## src/sv/mscu_pkg.sv

```systemverilog
`default_nettype none
package mscu_pkg;

    localparam int MEM_WORDS_DEF = 256;

    localparam logic [5:0] OP_RTYPE = 6'h00;
    localparam logic [5:0] OP_J     = 6'h02;
    localparam logic [5:0] OP_BEQ   = 6'h04;
    localparam logic [5:0] OP_ADDI  = 6'h08;
    localparam logic [5:0] OP_LW    = 6'h23;
    localparam logic [5:0] OP_SW    = 6'h2B;

    localparam logic [5:0] FN_ADD = 6'h20;
    localparam logic [5:0] FN_SUB = 6'h22;
    localparam logic [5:0] FN_AND = 6'h24;
    localparam logic [5:0] FN_OR  = 6'h25;
    localparam logic [5:0] FN_SLT = 6'h2A;

    localparam logic [5:0]  FIELD_MASK  = 6'h3F;
    localparam logic [25:0] TARGET_MASK = 26'h3FFFFFF;

    localparam logic OPER_LOAD = 1'b0;
    localparam logic OPER_STEP = 1'b1;

    typedef enum logic [2:0] {
        STAT_OK     = 3'd0,
        STAT_FETCH  = 3'd1,
        STAT_FUNCT  = 3'd2,
        STAT_OPCODE = 3'd3,
        STAT_LOAD   = 3'd4,
        STAT_STORE  = 3'd5,
        STAT_HALTED = 3'd6
    } status_t;

    typedef struct packed {
        logic        operation;
        logic [7:0]  word_index;
        logic [31:0] word_data;
    } in_beat_t;

    typedef struct packed {
        logic [31:0]        pc_value;
        logic               halted;
        logic [2:0]         status;
        logic               reg_written;
        logic [4:0]         reg_index;
        logic signed [31:0] reg_value;
        logic               mem_written;
        logic [31:0]        mem_address;
        logic [31:0]        mem_value;
        logic [31:0]        step_count;
    } out_beat_t;

    typedef struct packed {
        status_t     status;
        logic        reg_we;
        logic [4:0]  reg_idx;
        logic [31:0] reg_val;
        logic        mem_rd;
        logic        mem_we;
        logic [31:0] mem_ea;
        logic [31:0] mem_val;
        logic [31:0] next_pc;
    } exec_res_t;

    function automatic logic addr_ok(input logic [31:0] addr, input int words);
        return (addr[1:0] == 2'b00) && ({2'b00, addr[31:2]} < 32'(words));
    endfunction

endpackage
`default_nettype wire

```

## src/sv/mscu_exec.sv

```systemverilog
`default_nettype none
module mscu_exec #(
    parameter int MEM_WORDS = mscu_pkg::MEM_WORDS_DEF
) (
    input  wire logic [31:0]        ins,
    input  wire logic [31:0]        a,
    input  wire logic [31:0]        b,
    input  wire logic [31:0]        pc,
    output mscu_pkg::exec_res_t     res
);

    logic [5:0]  op;
    logic [5:0]  fn;
    logic [31:0] imm;
    logic [31:0] pc4;
    logic [31:0] ea;
    logic        ea_ok;

    assign op    = (ins[31:26]) & mscu_pkg::FIELD_MASK;
    assign fn    = ins[5:0] & mscu_pkg::FIELD_MASK;
    assign imm   = {{16{ins[15]}}, ins[15:0]};
    assign pc4   = pc + 32'd4;
    assign ea    = a + imm;
    assign ea_ok = mscu_pkg::addr_ok(ea, MEM_WORDS);

    always_comb begin
        res         = '0;
        res.status  = mscu_pkg::STAT_OK;
        res.next_pc = pc4;
        case (op)
            mscu_pkg::OP_RTYPE: begin
                res.reg_we  = 1'b1;
                res.reg_idx = ins[15:11];
                case (fn)
                    mscu_pkg::FN_ADD: res.reg_val = a + b;
                    mscu_pkg::FN_SUB: res.reg_val = a - b;
                    mscu_pkg::FN_AND: res.reg_val = a & b;
                    mscu_pkg::FN_OR:  res.reg_val = a | b;
                    mscu_pkg::FN_SLT: res.reg_val = {31'd0, $signed(a) < $signed(b)};
                    default:          res.status  = mscu_pkg::STAT_FUNCT;
                endcase
            end
            mscu_pkg::OP_J: begin
                res.next_pc = {pc4[31:28], ins[25:0] & mscu_pkg::TARGET_MASK, 2'b00};
            end
            mscu_pkg::OP_ADDI: begin
                res.reg_we  = 1'b1;
                res.reg_idx = ins[20:16];
                res.reg_val = ea;
            end
            mscu_pkg::OP_LW: begin
                if (ea_ok) begin
                    res.reg_we  = 1'b1;
                    res.reg_idx = ins[20:16];
                    res.mem_rd  = 1'b1;
                    res.mem_ea  = ea;
                end else begin
                    res.status = mscu_pkg::STAT_LOAD;
                end
            end
            mscu_pkg::OP_SW: begin
                if (ea_ok) begin
                    res.mem_we  = 1'b1;
                    res.mem_ea  = ea;
                    res.mem_val = b;
                end else begin
                    res.status = mscu_pkg::STAT_STORE;
                end
            end
            mscu_pkg::OP_BEQ: begin
                if (a == b) begin
                    res.next_pc = pc4 + {imm[29:0], 2'b00};
                end
            end
            default: res.status = mscu_pkg::STAT_OPCODE;
        endcase

        // drop every side effect on a fault; writes to register zero vanish
        if (res.status != mscu_pkg::STAT_OK) begin
            res.reg_we  = 1'b0;
            res.reg_idx = '0;
            res.reg_val = '0;
            res.mem_rd  = 1'b0;
            res.mem_we  = 1'b0;
            res.mem_ea  = '0;
            res.mem_val = '0;
            res.next_pc = pc;
        end else if (res.reg_we && (res.reg_idx == 5'd0)) begin
            res.reg_we  = 1'b0;
            res.reg_val = '0;
            res.mem_rd  = 1'b0;
            res.mem_ea  = '0;
        end
    end

endmodule
`default_nettype wire

```

## config.mk

```make
export PLATFORM = sky130hd
export DESIGN_NAME = mscu_exec
export DESIGN_NICKNAME = d
export VERILOG_FILES = /design/src/sv/mscu_pkg.sv /design/src/sv/mscu_exec.sv
export SDC_FILE = /design/constraint.sdc
export NUM_CORES = 1
export LEC_CHECK = 0
export BUFFER_PORTS_ARGS = -buffer_cell sky130_fd_sc_hd__buf_2
export CAP_MARGIN = 5
export CORE_UTILIZATION = 53
export DETAILED_ROUTE_END_ITERATION = 12
export MAX_ROUTING_LAYER = met4
export PLACE_DENSITY = 0.78
export SETUP_SLACK_MARGIN = 0.4
export SKIP_LAST_GASP = 1
export SLEW_MARGIN = 5
export SYNTH_ARGS = -nofsm -noshare
export SYNTH_HDL_FRONTEND = slang
export SYNTH_SLANG_ARGS = --single-unit
```

## constraint.sdc

```tcl
create_clock -name vclk -period 8.8
set_input_delay 0.88 -clock vclk [all_inputs]
set_output_delay 0.88 -clock vclk [all_outputs]
set_load 0.005 [all_outputs]
```

==> qor.yml, run 1 <==
status:
  outcome: "finished clean"
worst_setup_path:
  worst-setup-path-type: "in2out"
  cp_data_required_time_ns: 7.92
  cp-start-kind: "input pin"
  end_kind: "primary output"
  worstPathMaxFanout: 44
  worst_ep_arrival_time_ns: 6.08
power:
  p_leak_nw: 5.50
  seq_power_share_pct: 0
  power.density_mw_per_mm2: 59.5
  peakVddDrop_mv: 0.0317
  clkPwrFrac_pct: 0
  combPwrFrac_pct: 100.0
  power.switching_uw: 410
  swShare_pct: 61.3
  p_int_uw: 259
timing:
  slew_headroom_pct: 25.5
  worst_pin_slew_ns: 1.12
  rsz0062_at_grt: "false"
  final.min_clock_period_ns: 6.96
  finalSetupTns_ns: 0
  hold_viol_final: 0
  fmax_mhz: 144
  finalMaxSlewViolations: 0
  fin_crit_sh_pct: 79.1
  setup_violations: 0
route:
  firstDrtPassIters: 8
  drc: 0
  wl_mm: 37.9
  via_per_inst: 6.28
  ant_nets: 0
  wl_per_cell_um: 19.4
  initialDrtViolationCount: 960
  vias: 12286
global_routing:
  antenna_found_initial: 3
  grt_pass1_wl_mm: 59.4
  grt_pass1_vias: 11132
  overflow: 0
  grt_max_degree: 70
  grt_usage_pct: 38.5
final_layout:
  nNetsFinal: 2016
  area_growth_pct: 12.0
  final_cell_mix: "buf_2, nor2_1, ha_1"
  seq_cell_count: 0
  fill_cells: 1806
  layout_commonest_cell: "buf_2"
  final_cells: 1957
  final_util_pct: 61.6
  clkbuf_count: 0
  drive_gt1_share_pct: 16.9
  seq_area_um2: 0
synth:
  yosysSeqAreaShare_pct: 0
  avgSynthCellArea_um2: 6.53
  yosys_warnings: 0
  synth_cell_type_count: 77
  syn_area_mm2: 0.0100
  synthesis.instances: 1539
clock_network:
  cts_resized: 0
  cts_setup_buffers: 0
  hold_buffers: 0
placement:
  portBuffers: 243
  dpl.hpwl_mm: 30.7
  place_congestion: 1.07
  placed_cells: 1954
worst_hold_path:
  hold_class: "in2out"
floorplanning:
  io_pins: 267
  coreArea_mm2: 0.0183
  die_h_um: 140
  die_w_um: 140
  die_area_mm2: 0.0195
  initial_core_util_pct: 55.0
  fp-row-count: 49
run:
  cap_violations: 0
Yosys cell counts (21+ instances only):
master    count  area (um^2)
a211oi_1     27          203
a21o_1       39          293
a21oi_1     143          716
a22oi_1      21          158
and2_1       42          263
and3_1       23          144
buf_4        24          180
clkbuf_1     55          206
ha_1        157         1960
inv_1       110          413
nand2_1     107          402
nand3_1      46          230
nor2_1      175          657
nor3_1       38          190
o21ai_0     120          601
xnor2_1      71          622
xor2_1       35          307
per-layer routing:
metal	vias to the layer above	GRT usage [%]	wire (um)
met5	-	-	0
met4	0	14.1	1570
met3	104	2.99	2880
met2	611	65.3	17700
met1	5655	47.7	15700
li1	5916	-	-
worst max-delay path: stages:
cell	delay, ns
buf_2	0.65
ha_1	0.46
a21o_1	0.24
o21bai_1	0.16
a221oi_1	0.46
o211ai_1	0.15
nor3b_1	0.20
or4_1	0.53
nor4_1	0.18
nand4b_1	0.17
or4_1	0.58
a21o_2	0.54
a21o_4	0.48
a31oi_1	0.20
buf_2	0.13
power groups by stage:
stage | Combinational, mW | Sequential (mW) | Clock (mW)
final | 0.670 | 0 | 0.0000000458
after global routing | 0.732 | 0 | 0.0000000457
after CTS | 0.654 | 0 | 0
after detailed placement | 0.650 | 0 | 0
after global placement | 0.646 | 0 | 0
after floorplan | 0.464 | 0 | 0
path summary, 6_finish.rpt:
kind  startpoint        to  slack (ns)  cells after the start
min       pc[31]   res[31]        2.01                      3
max      ins[15]  res[118]        1.84                     15
cell families after synthesis:
| kind of cell | Yosys count | share of synthesized area [%] |
|---|---|---|
| simple gates | 546 | 26.8 |
| compound gates | 499 | 31.7 |
| mux | 24 | 2.99 |
| fa+ha+maj | 161 | 20.4 |
| xor+xnor | 106 | 9.24 |
| other cells | 1 | 0.0373 |
| buf+inv | 202 | 8.92 |
stage by stage:
| step | instance area [um^2] | power (mW) | setup WS, ns | hold slack [ns] |
|---|---|---|---|---|
| 2_1_floorplan | 10100 | 0.464 | 3.09 | 1.82 |
| 3_3_place_gp | 11200 | 0.646 | 2.00 | 2.01 |
| 3_5_place_dp | 11200 | 0.650 | 1.93 | 2.01 |
| 4_1_cts | 11200 | 0.654 | 1.91 | 2.01 |
| 5_1_grt | 11300 | 0.732 | 1.50 | 2.04 |
| 6_report | 11300 | 0.670 | 1.84 | 2.01 |
area by class of cell:
cell class                 instances  area [um^2]  share of cell area (%)
multi-input combinational       1360         9240                    82.1
timing repair buffer             254         1300                    11.5
inverter                         111          417                    3.70
tap                              229          287                    2.55
antenna                            3         7.51                  0.0667
(Power assumes the default switching activity.)
==> inputs of run 2 (changes only) <==
CORE_UTILIZATION = 51   (was 53)
PLACE_DENSITY = 0.79   (was 0.78)
clock period = 5.7 ns   (was 8.8 ns; I/O delays follow)
==> run 2 against run 1 <==
- global-route usage fell by 0.60 points
- cell count rose by 3.8%
- total power rose by 71%
- combinational power rose by 70%
- via count rose by 3.0%
- core utilization rose by 2.0 points
- design area rose by 7.5%
- critical path depth rose by 2
- largest power group unchanged
- highest routed layer unchanged
==> qor.yml, run 2 (synthesis results as in run 1) <==
worst_hold_path:
  min_from: "pc[31]"
  hold_class: "in2out"
power:
  seq_power_share_pct: 0  # unchanged
  p_leak_nw: 5.82  # +5.9%
  clkPwrFrac_pct: 0  # unchanged
  swShare_pct: 59.3  # -1.9 points
  p_int_uw: 465  # +79%
  power.switching_uw: 678  # +65%
  combPwrFrac_pct: 100.0  # about the same
  power.density_mw_per_mm2: 94.5  # +59%
  power_mw: 1.14  # +71%
  peakVddDrop_mv: 0.0538  # +70%
final_layout:
  layout_commonest_cell: "buf_2"
  seq_cell_count: 0  # unchanged
  clkbuf_count: 0  # unchanged
  nNetsFinal: 2060  # +2.2%
  final_util_pct: 63.6  # +2.0 points
  final_cell_mix: "buf_2, nor2_1, ha_1"
  seq_area_um2: 0  # unchanged
  area_growth_pct: 20.5
  drive_gt1_share_pct: 22.1  # +5.2 points
  fill_cells: 1827  # +1.2%
  multi_input_area_mm2: 0.00967  # +4.6%
global_routing:
  grt_pass1_vias: 11277  # +1.3%
  grt_max_degree: 70  # unchanged
  antenna_found_initial: 2  # -1
  grt_usage_pct: 37.9  # -0.60 points
  grt_pass1_wl_mm: 59.7  # +0.52%
  overflow: 0  # unchanged
timing:
  final.min_clock_period_ns: 5.23
  finalSetupTns_ns: 0  # unchanged
  hold_viol_final: 0  # unchanged
  fmax_mhz: 191
  fin_crit_sh_pct: 91.8
  rsz0062_at_grt: "true"
  setup_ws_ns: 0.466  # -1.37 ns
  setup_violations: 0  # unchanged
  finalMaxSlewViolations: 0  # unchanged
  worst_pin_slew_ns: 1.35  # +0.237 ns
  slew_headroom_pct: 8.79  # -17 points
status:
  outcome: "finished clean"
route:
  drc: 0  # unchanged
  wl_mm: 40.0  # +5.7%
  vias: 12660  # +3.0%
  ant_nets: 0  # unchanged
  firstDrtPassIters: 6  # -2
  via_per_inst: 6.23  # -0.71%
  initialDrtViolationCount: 1260  # +31%
  wl_per_cell_um: 19.7  # +1.8%
worst_setup_path:
  cp-startpoint: "ins[11]"
  crit_path_cell_trace: "buf_2 -> ha_1 -> a21o_1 -> a31oi_2 -> nor3b_2 -> and3_4 -> nor3_1 -> o32a_1 -> xor2_2 -> or3b_4 -> or4_4 -> a21o_4 -> buf_4 -> clkbuf_16 -> nor2_1 -> a21oi_1 -> buf_2"
  worst-setup-path-type: "in2out"
  end_kind: "primary output"
  cp_data_required_time_ns: 5.13  # -2.79 ns
  worst_ep_arrival_time_ns: 4.66  # -1.42 ns
  cp_slowest_cell: "or4_4"
  crit_top_cell: "buf_2"
  worstPathMaxFanout: 15  # -66%
  cp_slowest_stage_delay_ns: 0.55  # -0.10 ns
  cp-start-kind: "input pin"
clock_network:
  hold_buffers: 0  # unchanged
floorplanning:
  coreArea_mm2: 0.0190  # +4.1%
  die_area_mm2: 0.0203  # +3.9%
  die_h_um: 142  # +1.9%
  fp-row-count: 50  # +2.0%
  io_pins: 267  # unchanged
  die_w_um: 142  # +1.9%
  initial_core_util_pct: 52.8  # -2.2 points
placement:
  portBuffers: 243  # unchanged
  place_congestion: 1.03  # -3.6%
  dpl.hpwl_mm: 31.0  # +1.1%
  place_ws_ns: 0.121  # -1.81 ns
run:
  cap_violations: 0  # unchanged
run 2: cell types whose count changed in the layout (fill, tap and decap cells not counted), sizes merged:
| cell | delta |
|---|---|
| buf | +40 |
| clkbuf | +2 |
| a21o | +2 |
| diode | -1 |
run 2: power by group through the flow:
stage | combinational [mW] | clock [mW] | sequential, mW
after CTS | 1.05 | 0 | 0
final | 1.14 | 0.0000000470 | 0
after detailed placement | 1.03 | 0 | 0
after floorplan | 0.716 | 0 | 0
after global placement | 1.01 | 0 | 0
after global routing | 1.24 | 0.0000000469 | 0
run 2: timing repair:
| item | 4_1_cts | 5_1_grt |
|---|---|---|
| setup endpoints to repair | 94 | 95 |
| resized for setup | 22 | 74 |
| cloned | 1 | 3 |
| buffers inserted | 2 | 10 |
| pin swaps | 4 | 27 |
run 2: layout make-up:
cell class | instances | share of cell area (%)
antenna | 2 | 0.0414
inverter | 111 | 3.44
multi-input combinational | 1362 | 79.9
timing repair buffer | 296 | 13.9
tap | 260 | 2.69
run 2: metal layers:
layer / share of wire, % / up-vias / global-route usage, %
met5: 0 / - / -
met3: 7.9 / 139 / 2.96
met1: 40 / 5828 / 46.5
li1: - / 6005 / -
met2: 47 / 688 / 63.9
met4: 5.2 / 0 / 15.8
run 2: path summary, 6_finish.rpt:
kind                   to  cells past startpoint  slack (ns)
hold / removal    res[31]                      3        1.40
setup / recovery   res[2]                     17        0.47
run 2: stage by stage:
step	cells	hold WS (ns)	area [um^2]
after floorplan	1562	1.20	10100
after global placement	2013	1.39	11500
after detailed placement	2013	1.40	11500
after CTS	2016	1.40	11600
after global routing	2031	1.40	12100
final	2031	1.40	12100
run 2: worst max-delay path, delay by kind of cell:
kind                       cells  cell delay, ns
and+or+nand+nor                6            1.69
AOI/OAI and AO/OA              5            1.23
buffers and inverters          4            0.61
adders and majority gates      1            0.37
xor gates and xnor gates       1            0.19
==> inputs of run 3 (changes only) <==
BUFFER_PORTS_ARGS = default   (was -buffer_cell sky130_fd_sc_hd__buf_2)
CORE_UTILIZATION = 53   (was 51)
DONT_BUFFER_PORTS = 1   (was default)
PLACE_DENSITY = 0.69   (was 0.79)
==> run 3 against run 2 <==
- worst setup slack improved by 0.099 ns
- clock-buffer cell count is the same
- design area down 15%
- sequential share of layout area stayed put
- largest power group unchanged
==> qor.yml, run 3 (synthesis results as in run 1) <==
status:
  outcome: "finished clean"
floorplanning:
  coreArea_mm2: 0.0183  # -3.9%
  die_area_mm2: 0.0195  # -3.7%
  fp-row-count: 49  # -2.0%
  die_w_um: 140  # -1.9%
  initial_core_util_pct: 55.0  # +2.2 points
  io_pins: 267  # unchanged
  die_h_um: 140  # -1.9%
global_routing:
  grt_usage_pct: 37.4  # -0.53 points
  grt_pass1_vias: 10402  # -7.8%
  grt_max_degree: 71  # +1.4%
  grt_pass1_wl_mm: 56.7  # -5.0%
  antenna_found_initial: 0  # -2
  overflow: 0  # unchanged
final_layout:
  final_cells: 1727  # -15%
  drive_gt1_share_pct: 5.67  # -16 points
  diodes: 0  # -2
  layout_commonest_cell: "nor2_1"
  nNetsFinal: 1789  # -13%
  fill_cells: 1915  # +4.8%
  seq_cell_count: 0  # unchanged
  final_area_mm2: 0.0103  # -15%
  seq_area_um2: 0  # unchanged
  clkbuf_count: 0  # unchanged
  area_growth_pct: 2.72
  final_cell_mix: "nor2_1, ha_1, a21oi_1"
timing:
  hold_ws_ns: 1.19  # -0.212 ns
  hold_viol_final: 0  # unchanged
  worst_pin_slew_ns: 1.22  # -0.138 ns
  rsz0062_at_grt: "true"
  finalMaxSlewViolations: 0  # unchanged
  fin_crit_sh_pct: 90.1  # -1.7 points
  final.min_clock_period_ns: 5.14  # -0.0991 ns
  slew_headroom_pct: 18.1  # +9.3 points
  fmax_mhz: 195  # +1.9%
  finalSetupTns_ns: 0  # unchanged
  setup_ws_ns: 0.565  # +0.0991 ns
  setup_violations: 0  # unchanged
route:
  vias: 11470  # -9.4%
  initialDrtViolationCount: 956  # -24%
  via_per_inst: 6.64  # +6.5%
  ant_nets: 0  # unchanged
  wl_per_cell_um: 22.1  # +12%
  firstDrtPassIters: 6  # unchanged
  wl_mm: 38.1  # -4.7%
  drc: 0  # unchanged
worst_setup_path:
  cp_slowest_cell: "or3b_2"
  worstPathMaxFanout: 70  # +55
  cp-start-kind: "input pin"
  critPathTopFamily: "compound AO/OA/AOI/OAI gates"
  worst-path-buf-inv: 3  # -1
  cp-startpoint: "ins[0]"
  crit_path_cell_trace: "ha_1 -> inv_1 -> fa_1 -> nand2b_1 -> a211oi_1 -> buf_4 -> o211ai_1 -> a21oi_1 -> a21oi_1 -> xnor2_1 -> or3b_2 -> or4_4 -> a21o_4 -> a21o_4 -> a31oi_1 -> buf_4"
  end_kind: "primary output"
  cp_slowest_stage_delay_ns: 0.52  # -0.03 ns
  cp_data_required_time_ns: 5.13  # about the same
  worst-setup-path-type: "in2out"
  worst_ep_arrival_time_ns: 4.57  # -0.09 ns
worst_hold_path:
  min_from: "ins[28]"
  whs_path_depth: 1  # -2
  hold_class: "in2out"
  hold_end: "res[138]"
power:
  peakVddDrop_mv: 0.0351  # -35%
  p_leak_nw: 4.53  # -22%
  power.density_mw_per_mm2: 92.2  # -2.4%
run:
  cap_violations: 0  # unchanged
placement:
  portBuffers: 0  # -100%
  place_congestion: 1.01  # -1.9%
  place_ws_ns: 0.184  # +0.0622 ns
  placed_area_mm2: 0.0101  # -12%
  dpl.hpwl_mm: 30.1  # -2.8%
  placed_cells: 1723  # -14%
clock_network:
  hold_buffers: 0  # unchanged
-- run 3: changes by cell type in the layout (fill, tap and decap cells not counted), moves of 5 or more --
cell	before	now
ha_4	7	0
o21ai_0	113	119
ha_2	7	2
ha_1	143	155
buf_4	49	24
buf_2	240	0
-- run 3: final cells by class --
type | count | area (um^2) | area share, %
inverter | 111 | 417 | 4.04
timing repair buffer | 25 | 200 | 1.94
tap | 229 | 287 | 2.78
multi-input combinational | 1362 | 9410 | 91.2
-- run 3: how the worst max path moves through the flow --
stage	end	slack [ns]	cells past startpoint
6_report	res[118]	0.56	16
5_1_grt	res[30]	0.36	16
4_1_cts	res[30]	0.41	12
3_5_place_dp	res[30]	0.18	12
3_3_place_gp	res[30]	0.29	13
2_1_floorplan	res[30]	0.61	16
-- run 3: per-layer routing --
layer | vias up | routed length, um | GRT usage, % | part of all wire [%]
li1 | 5449 | - | - | -
met3 | 105 | 3380 | 5.44 | 8.9
met5 | - | 0 | - | 0
met4 | 0 | 1510 | 13.1 | 4.0
met1 | 5355 | 15600 | 46.7 | 41
met2 | 561 | 17600 | 61.3 | 46
-- run 3: metrics by stage --
stage	utilization (%)	total power [mW]
floorplan	-	0.716
global placement	55.4	0.899
detailed placement	55.4	0.902
CTS	55.6	0.910
global route	56.5	1.03
finish	56.5	0.951
-- run 3: repair_timing --
action | in CTS | in global routing
gates resized for setup | 7 | 28
setup endpoints to repair | 67 | 103
pin swaps | 0 | 7
cloned | 0 | 2
buffers inserted | 0 | 2
-- run 3: power breakdown --
group,switching (mW),internal [mW]
clock,0,0
sequential,0,0
combinational,0.574,0.377
